## src/hdl/kmm_ram.sv

```systemverilog
// Generic single-write, single-read RAM with registered read data.
module kmm_ram #(
	parameter int WIDTH = 8,
	parameter int DEPTH = 16
) (
	input  logic                     clk,
	input  logic                     we,
	input  logic [$clog2(DEPTH)-1:0] waddr,
	input  logic [WIDTH-1:0]         wdata,
	input  logic [$clog2(DEPTH)-1:0] raddr,
	output logic [WIDTH-1:0]         rdata
);

	logic [WIDTH-1:0] mem_q [DEPTH];

	// Write port and registered read port.
	always_ff @(posedge clk) begin
		if (we) begin
			mem_q[waddr] <= wdata;
		end
		rdata <= mem_q[raddr];
	end

endmodule

```

## config.mk

```make
export PLATFORM = sky130hd
export DESIGN_NAME = kmm_ram
export DESIGN_NICKNAME = d
export VERILOG_FILES = /design/src/hdl/kmm_ram.sv
export SDC_FILE = /design/constraint.sdc
export NUM_CORES = 1
export LEC_CHECK = 0
export CORE_AREA = 2 2 103 105
export CTS_CLUSTER_DIAMETER = 120
export DETAILED_ROUTE_END_ITERATION = 7
export DIE_AREA = 0 0 105 107
export DONT_BUFFER_PORTS = 1
export PLACE_DENSITY = 0.67
export REMOVE_ABC_BUFFERS = 1
export SLEW_MARGIN = 15
export SYNTH_ARGS = -nofsm -noshare
export SYNTH_HDL_FRONTEND = slang
export SYNTH_SLANG_ARGS = --single-unit
```

## constraint.sdc

```tcl
create_clock -name clk -period 2.5 [get_ports clk]
set_clock_uncertainty 0.05 [all_clocks]
set_input_delay 0.25 -clock clk [delete_from_list [all_inputs] [get_ports clk]]
set_output_delay 0.25 -clock clk [all_outputs]
set_load 0.03 [all_outputs]
```

==> results of run 1 <==
==> critical path: cells and delay by family <==
kind          cells  cell delay, ns
simple gates      1            0.25
buf+inv           2            1.14
==> cells in the mapped netlist (all sizes together) <==
master | number | area [um^2]
edfxtp | 128 | 3840
mux4 | 32 | 773
a22oi | 16 | 120
nor2 | 13 | 48.8
nand2 | 9 | 33.8
dfxtp | 8 | 160
buf | 7 | 56.3
nor3 | 4 | 20.0
clkdlybuf4s25 | 3 | 30.0
nand2b | 2 | 12.5
nand3b | 2 | 15.0
and2 | 1 | 6.26
and2b | 1 | 7.51
nand3 | 1 | 5.00
nor2b | 1 | 6.26
or3b | 1 | 8.76
==> per-stage QoR <==
stage | power, mW | std cells
CTS | 5.46 | 410
floorplan | 2.74 | 219
detailed placement | 2.78 | 366
global placement | 2.78 | 366
finish | 5.43 | 410
global route | 5.58 | 410
==> cell type report <==
cell class / count / area, um^2 / share of cell area
timing repair buffer: 23 / 203 / 0.0334
tap: 136 / 170 / 0.0280
sequential: 136 / 4000 / 0.659
clock buffer: 18 / 418 / 0.0688
clock inverter: 14 / 221 / 0.0365
multi-input combinational: 83 / 1060 / 0.174
==> flip-flops by register name (all words and copies together), names as in the netlist <==
| name | cells |
|---|---|
| mem_q | 128 |
| rdata | 8 |
==> what timing repair did <==
item                                   CTS  global route
endpoints found under the hold margin  133             0
gates resized for setup                  0             0
hold buffers                            12             0
==> report_power, final <==
part	switching (mW)	leakage (nW)	internal, mW	total (mW)
Sequential	0.0449	1.22	2.55	2.60
Clock	0.924	0.302	1.73	2.65
Combinational	0.0964	0.482	0.0872	0.184
Total	1.07	2.01	4.37	5.43
==> layer usage <==
layer,vias to the layer above,track usage
met5,-,0
met4,0,0.0619
met3,6,0.0468
met2,100,0.295
met1,1234,0.251
li1,1044,-
==> worst max-delay path by stage <==
stage                                       end  depth (start not counted)  slack [ns]                  start
after floorplan           mem_q[0][0]$_DFFE_PP_                          2        0.71               waddr[2]
after global placement    mem_q[1][0]$_DFFE_PP_                          2        0.72               waddr[2]
after detailed placement  mem_q[1][4]$_DFFE_PP_                          2        0.68               waddr[2]
after CTS                      rdata[2]$_DFF_P_                          3        1.04  mem_q[2][2]$_DFFE_PP_
after global routing      mem_q[0][5]$_DFFE_PP_                          3        0.94               waddr[0]
final                     mem_q[0][5]$_DFFE_PP_                          3        1.03               waddr[0]
==> kinds of logic (layout without fill, tap and decap cells) <==
family,Yosys count,in the layout,share of synthesized area
compound gates,16,16,0.0233
buf+inv,10,55,0.0168
flops,136,136,0.778
mux,32,32,0.150
simple gates,35,35,0.0318
==> results.cfg, run 1 <==
[route]
highest_layer = met4
routedWlPerCell_um = 23.5
vias = 2384
dr.first_iter.drc_count = 265
first_pass_iters = 5
wl_met2_mm = 4.81
ant_nets = 0
viasPerCell = 5.81
routed-wl-met3_um = 674
routed_wl_mm = 9.64
met1_length_mm = 4.07
remaining_drc_errors = 0

[synth]
syn_area_per_cell_um2 = 22.5
syn_inst = 229
ys_seq_area_frac = 0.778
ys_ff_latch = 136
synthesis.area_um2 = 5150
ys_types = 19
yosysWarnings = 0

[min_path]
hold_path_depth = 3
min_to = rdata[5]$_DFF_P_
min_path_type = in2reg
hp-start = raddr[1]

[layout]
areaGrowthSynthToFinish_pct = 18.0
finalInstanceArea_um2 = 6070
fill_cells = 751
final_common_cell = edfxtp_1
drive_above_1_share = 0.223
diodes = 0
fin_util = 0.602
layout_common_cells = 128 x edfxtp_1, 18 x mux4_2, 16 x a22oi_1, 16 x clkbuf_16, 14 x mux4_1
nets = 279

[placed_design]
gp_congestion = 0.821
pre_cts_slack_ns = 0.683
hpwlAfterDp_mm = 5.78
dpl_cell_area_um2 = 5310
port_buffers = 0

[grt]
antenna_found_initial = 0
grtUsageTotal = 0.184
grt_max_degree = 33
grt_pass1_vias = 2419
grt_first_pass_wirelength_mm = 14.3
grt_remaining_overflow = 0

[critical_path]
critPathMaxStageDelay_ns = 0.61
crit_path_start_kind = primary input
reg2reg_from = mem_q[0][3]$_DFFE_PP_
crit_slowest_cell = dlygate4sd3_1
r2r_cells = 3
regToRegSetupSlack_ns = 1.05
path_max_fanout = 7
crit_path_frequent_cell = dlygate4sd3_1
cp.required_ns = 2.67
rr_endpoint = rdata[3]$_DFF_P_
endpoint_kind = register
cp.arrival_ns = 1.64
critPathKind = in2reg
path_cells = dlygate4sd3_1, nor3_1, dlygate4sd3_1

[sta]
finalWorstSetupSlack_ns = 1.03
slew_headroom = 0.462
setup_tns_ns = 0
period_share = 0.588
whs_ns = 0.0184
drv_slew = 0
worst_slew_pin_slew_ns = 0.804
rsz0062_at_grt = no
hold_viol = 0
period_needed_ns = 1.47
setup_viol_count_final = 0
fmax_mhz = 680

[cts]
h-tree-depth = 4
clockBufferDepth = 2
cts_setup_buffers = 0
cts_root_buf = clkbuf_8
clock_sinks = 136
path_clk_slew_ns = 0.06
cts_made_buffers = 17
clk_latency_ns = 0.51
cts_tree = done

[floorplanning]
rows = 37
core_area_um2 = 10100
pin_count = 26
die_w_um = 105
dieArea_um2 = 11200
die_y_um = 107
start_util = 0.510

[pwr]
p_leak_nw = 2.01
vdd_drop_max_uv = 521
p_per_area_nw_per_um2 = 894

[status]
status = completed

[job]
cap_viol_max_count = 0
No activity file was read; power rests on OpenSTA's default activity.
==> inputs of run 2 (changes only) <==
- PLACE_DENSITY: 0.67 -> 0.7
- clock period: 2.5 -> 1.29 ns (I/O delays scaled with it)
==> results.cfg, run 2 (same netlist as run 1, synthesis figures left out) <==
[pwr]
p_leak_nw = 1.96
p_per_area_nw_per_um2 = 1690
vdd_drop_max_uv = 970
finalPower_mw = 10.2

[sta]
period_share = 1.02
setup_viol_count_final = 2
worst_slew_pin_slew_ns = 0.979
slew_headroom = 0.346
period_needed_ns = 1.31
drv_slew = 0
setup_tns_ns = -0.0233
hold_viol = 8
fmax_mhz = 763
whs_ns = -0.103
finalWorstSetupSlack_ns = -0.0206
rsz0062_at_grt = yes

[grt]
grt_first_pass_wirelength_mm = 14.8
grt_use_met2 = 0.288
grt_use_met3 = 0.0620
grt_remaining_overflow = 0
grt_max_degree = 33
grt_pass1_vias = 2568
grtUsageTotal = 0.188
antenna_found_initial = 0
busiest_layer = met2
met1_usage = 0.260

[job]
cap_viol_max_count = 0

[cts]
cts_tree = done
cts_made_buffers = 17
path_clk_slew_ns = 0.06
clock_sinks = 136
clk_latency_ns = 0.51
cts_root_buf = clkbuf_8
h-tree-depth = 4
clockBufferDepth = 2
cts_setup_buffers = 0
cts_hold_buf = 10

[critical_path]
critPathKind = reg2reg
reg2reg_from = mem_q[15][1]$_DFFE_PP_
r2r_cells = 3
crit_path_start_kind = register
endpoint_kind = register
crit_slowest_cell = mux4_2
rr_endpoint = rdata[1]$_DFF_P_
cp.required_ns = 1.62
regToRegSetupSlack_ns = -0.02
critPathMaxStageDelay_ns = 0.51
path_max_fanout = 1
path_cells = mux4_2, a22oi_1, nand2_1
cp.arrival_ns = 1.64

[floorplanning]
die_y_um = 107
pin_count = 26
start_util = 0.510
dieArea_um2 = 11200
rows = 37
core_area_um2 = 10100
die_w_um = 105

[placed_design]
hpwlAfterDp_mm = 5.64
placed_cells = 371
dpl_cell_area_um2 = 5350
gp_congestion = 0.723
port_buffers = 0
pre_cts_slack_ns = -0.0953

[layout]
largest_register_ffs = 128
fin_util = 0.600
nets = 282
final_cells = 413
areaGrowthSynthToFinish_pct = 17.7
multi_input_area_um2 = 1060
final_common_cell = edfxtp_1
drive_above_1_share = 0.318
diodes = 0
fill_cells = 746
largest-register = mem_q
register_area_um2 = 4000
finalInstanceArea_um2 = 6060
reg.largest.list = mem_q x128, rdata x8
layout_common_cells = 128 x edfxtp_1, 31 x mux4_2, 16 x clkbuf_16, 16 x buf_4, 13 x nor2_1

[min_path]
min_path_type = in2reg
hp-start = raddr[1]
min_to = rdata[4]$_DFF_P_
hold_path_depth = 3

[route]
ant_nets = 0
first_pass_iters = 5
vias = 2346
viasPerCell = 5.68
routed_wl_mm = 9.62
remaining_drc_errors = 0
dr.first_iter.drc_count = 209
routedWlPerCell_um = 23.3

[status]
status = complete, but fails checks
violations = hold timing, setup timing
==> run 2: cell count changes in the layout (fill, tap and decap cells not counted), moves of 2 or more <==
cell and change:
buf_4 +5, a22oi_1 -11, clkinv_2 +2, a22oi_2 +11
dlygate4sd3_1 -2, inv_6 -2, mux4_2 +13, mux4_1 -13
==> run 2: layer usage <==
layer	share of wire	vias to the layer above
li1	-	1032
met1	0.42	1211
met2	0.50	98
met3	0.078	5
met4	0.0060	0
met5	0	-
==> run 2: final cells by class <==
class                      instances  area share
sequential                       136       0.661
multi-input combinational         83       0.176
clock buffer                      19      0.0696
timing repair buffer              26      0.0363
clock inverter                    13      0.0295
tap                              136      0.0281
==> run 2: critical path, delay by kind of cell (launching register included) <==
kind / cells / cell delay [ns]
AND/OR/NAND/NOR: 1 / 0.10
AO/OA/AOI/OAI: 1 / 0.15
multiplexers: 1 / 0.51
flip-flops: 1 / 0.37
==> run 2: worst max path at each step <==
stage	from	endpoint	cells after the start
3_5_place_dp	mem_q[9][4]$_DFFE_PP_	rdata[4]$_DFF_P_	3
4_1_cts	mem_q[10][1]$_DFFE_PP_	rdata[1]$_DFF_P_	3
6_report	mem_q[15][1]$_DFFE_PP_	rdata[1]$_DFF_P_	3
5_1_grt	mem_q[2][6]$_DFFE_PP_	rdata[6]$_DFF_P_	3
3_3_place_gp	waddr[2]	mem_q[0][6]$_DFFE_PP_	3
2_1_floorplan	waddr[2]	mem_q[0][0]$_DFFE_PP_	2
==> run 2: where the power goes <==
part           total, mW  internal (mW)  leakage (nW)  switching, mW
Clock               4.83           3.12         0.285           1.71
Combinational      0.372          0.185         0.448          0.187
Sequential          5.04           4.94          1.22         0.0954
==> run 2: repair_timing <==
item                                    in CTS  in global routing
resized for setup                           21                  3
endpoints found under the setup margin       8                  8
hold endpoints to repair                   168                  8
pin swaps                                    8                  3
gates cloned                                 0                  0
==> inputs of run 3 (changes only) <==
- ABC_AREA: not set -> 1
- CORE_AREA: 2 2 103 105 -> 2 2 109 111
- DIE_AREA: 0 0 105 107 -> 0 0 111 113
- PLACE_DENSITY: 0.7 -> 0.69
==> results.cfg, run 3 <==
[pwr]
p_leak_nw = 2.88
vdd_drop_max_uv = 871
p_per_area_nw_per_um2 = 1600

[sta]
fmax_mhz = 803
period_share = 0.965
setup_tns_ns = 0
drv_slew = 0
period_needed_ns = 1.25
worst_slew_pin_slew_ns = 0.826
setup_viol_count_final = 0
slew_headroom = 0.448
rsz0062_at_grt = no
hold_viol = 0

[cts]
h-tree-depth = 4
path_clk_slew_ns = 0.06
cts_made_buffers = 17
cts_tree = done
clock_sinks = 136
cts_root_buf = clkbuf_16
postCtsResizedCells = 0
clk_latency_ns = 0.41
clockBufferDepth = 2

[layout]
fill_cells = 876
layout_common_cells = 173 x nand2_1, 128 x edfxtp_1, 100 x inv_1, 97 x nand3_1, 20 x buf_4
areaGrowthSynthToFinish_pct = 16.4
nets = 597
largest_register_ffs = 128
reg.largest.list = mem_q x128, rdata x8
diodes = 0
largest-register = mem_q
final_common_cell = nand2_1
finalInstanceArea_um2 = 6720
drive_above_1_share = 0.0895

[critical_path]
crit_family = buffers and inverters
path_max_fanout = 12
crit_path_start_kind = primary input
crit_buf_inv = 1
crit_path_frequent_cell = nand3_1
reg2reg_from = mem_q[1][0]$_DFFE_PP_
cp.required_ns = 1.54
endpoint_kind = register
r2r_cells = 6
critPathKind = in2reg
cp.arrival_ns = 1.50
regToRegSetupSlack_ns = 0.22
rr_endpoint = rdata[0]$_DFF_P_
crit_slowest_cell = dlygate4sd3_1
path_cells = dlygate4sd3_1, nand3_1, nand3_1, nand2_1
critPathMaxStageDelay_ns = 0.92

[synth]
synth_common_cells = 173 x nand2_1, 128 x edfxtp_1, 100 x inv_1
yosysWarnings = 0
synthTopCellsByArea = edfxtp_1 67%, nand2_1 11%, nand3_1 8.4%, inv_1 6.5%, dfxtp_1 2.8%
ys_types = 12
syn_area_per_cell_um2 = 10.5
ys_async_sr_fraction = 0
yosysMostFrequentCell = nand2_1
synth_top_area_frac = 0.667
syn_inst = 551
ys_seq_area_frac = 0.694
synth_edf_count = 128
ys_ff_latch = 136
synth_ff_type = edfxtp_1
synth_top_area_cell = edfxtp_1
synthesis.area_um2 = 5770

[route]
ant_nets = 0
dr.first_iter.drc_count = 410
remaining_drc_errors = 0
routedWlPerCell_um = 17.5
first_pass_iters = 5
routed_wl_mm = 12.9
viasPerCell = 5.16
vias = 3792

[job]
cap_viol_max_count = 0

[placed_design]
gp_congestion = 0.881
dpl_cell_area_um2 = 5970
port_buffers = 0
hpwlAfterDp_mm = 7.79

[grt]
antenna_found_initial = 0
grt_max_degree = 66
grt_pass1_vias = 3679
grt_remaining_overflow = 0
grt_first_pass_wirelength_mm = 20.1
grtUsageTotal = 0.217

[min_path]
hold_path_depth = 4
hp-start = raddr[1]
min_to = rdata[1]$_DFF_P_
min_path_type = in2reg

[status]
status = completed

[floorplanning]
dieArea_um2 = 12500
die_w_um = 111
core_area_um2 = 11300
rows = 39
start_util = 0.512
die_y_um = 113
pin_count = 26
==> run 3: repair_timing <==
item / in CTS / in global routing
endpoints found under the hold margin: 136 / 0
hold buffers: 11 / 0
setup buffers: 0 / 0
==> run 3: where the power goes <==
group          internal, mW  switching [mW]
registers              4.94          0.0925
logic                 0.168           0.353
clock network          3.41            1.76
==> run 3: kinds of logic (layout without fill, tap and decap cells) <==
family,count (synthesis),in the layout,synth area share
and+or+nand+nor,289,289,0.210
DFF,136,136,0.694
buffers and inverters,126,167,0.0952
==> run 3: tightest hold or removal path: stages <==
cell and delay [ns]:
nand3_1 0.08, nand3_1 0.08, nand3_1 0.07, nand2_1 0.06
==> run 3: cell type report <==
class,count,area (um^2),share of cell area
Tap cell,143,179,0.0266
Clock buffer,19,433,0.0645
Inverter,102,383,0.0570
Multi-Input combinational cell,289,1210,0.181
Sequential cell,136,4000,0.596
Timing Repair Buffer,33,300,0.0447
Clock inverter,13,203,0.0302
==> run 3: layer usage <==
metal / share of wire / global-route usage / wire length, um / vias to the layer above
met4: 0.022 / 0.0858 / 285 / 0
met5: 0 / 0 / 0 / -
met2: 0.49 / 0.354 / 6300 / 143
met1: 0.42 / 0.288 / 5480 / 1799
met3: 0.064 / 0.0487 / 827 / 21
li1: - / - / - / 1829
==> run 3: through the flow <==
| step | std cells | worst slack, ns | utilization | total power, mW | hold slack [ns] |
|---|---|---|---|---|---|
| after CTS | 735 | 0.0626 | 0.596 | 10.8 | 0.00138 |
| after detailed placement | 692 | 0.203 | 0.530 | 5.53 | 0.179 |
| after floorplan | 527 | 0.131 | - | 5.38 | 0.178 |
| after global placement | 692 | 0.213 | 0.530 | 5.52 | 0.179 |
| final | 735 | 0.0447 | 0.596 | 10.7 | 0.000204 |
| after global routing | 735 | 0.0333 | 0.596 | 11.1 | 0.0124 |
==> run 3: worst max-delay path by stage <==
| stage | to | from | slack (ns) | depth (start not counted) |
|---|---|---|---|---|
| 2_1_floorplan | rdata[2]$_DFF_P_ | raddr[0] | 0.13 | 6 |
| 3_3_place_gp | rdata[0]$_DFF_P_ | raddr[0] | 0.21 | 7 |
| 3_5_place_dp | rdata[0]$_DFF_P_ | raddr[0] | 0.20 | 7 |
| 4_1_cts | rdata[3]$_DFF_P_ | raddr[2] | 0.06 | 4 |
| 5_1_grt | rdata[3]$_DFF_P_ | raddr[2] | 0.03 | 4 |
| 6_report | rdata[3]$_DFF_P_ | raddr[2] | 0.04 | 4 |
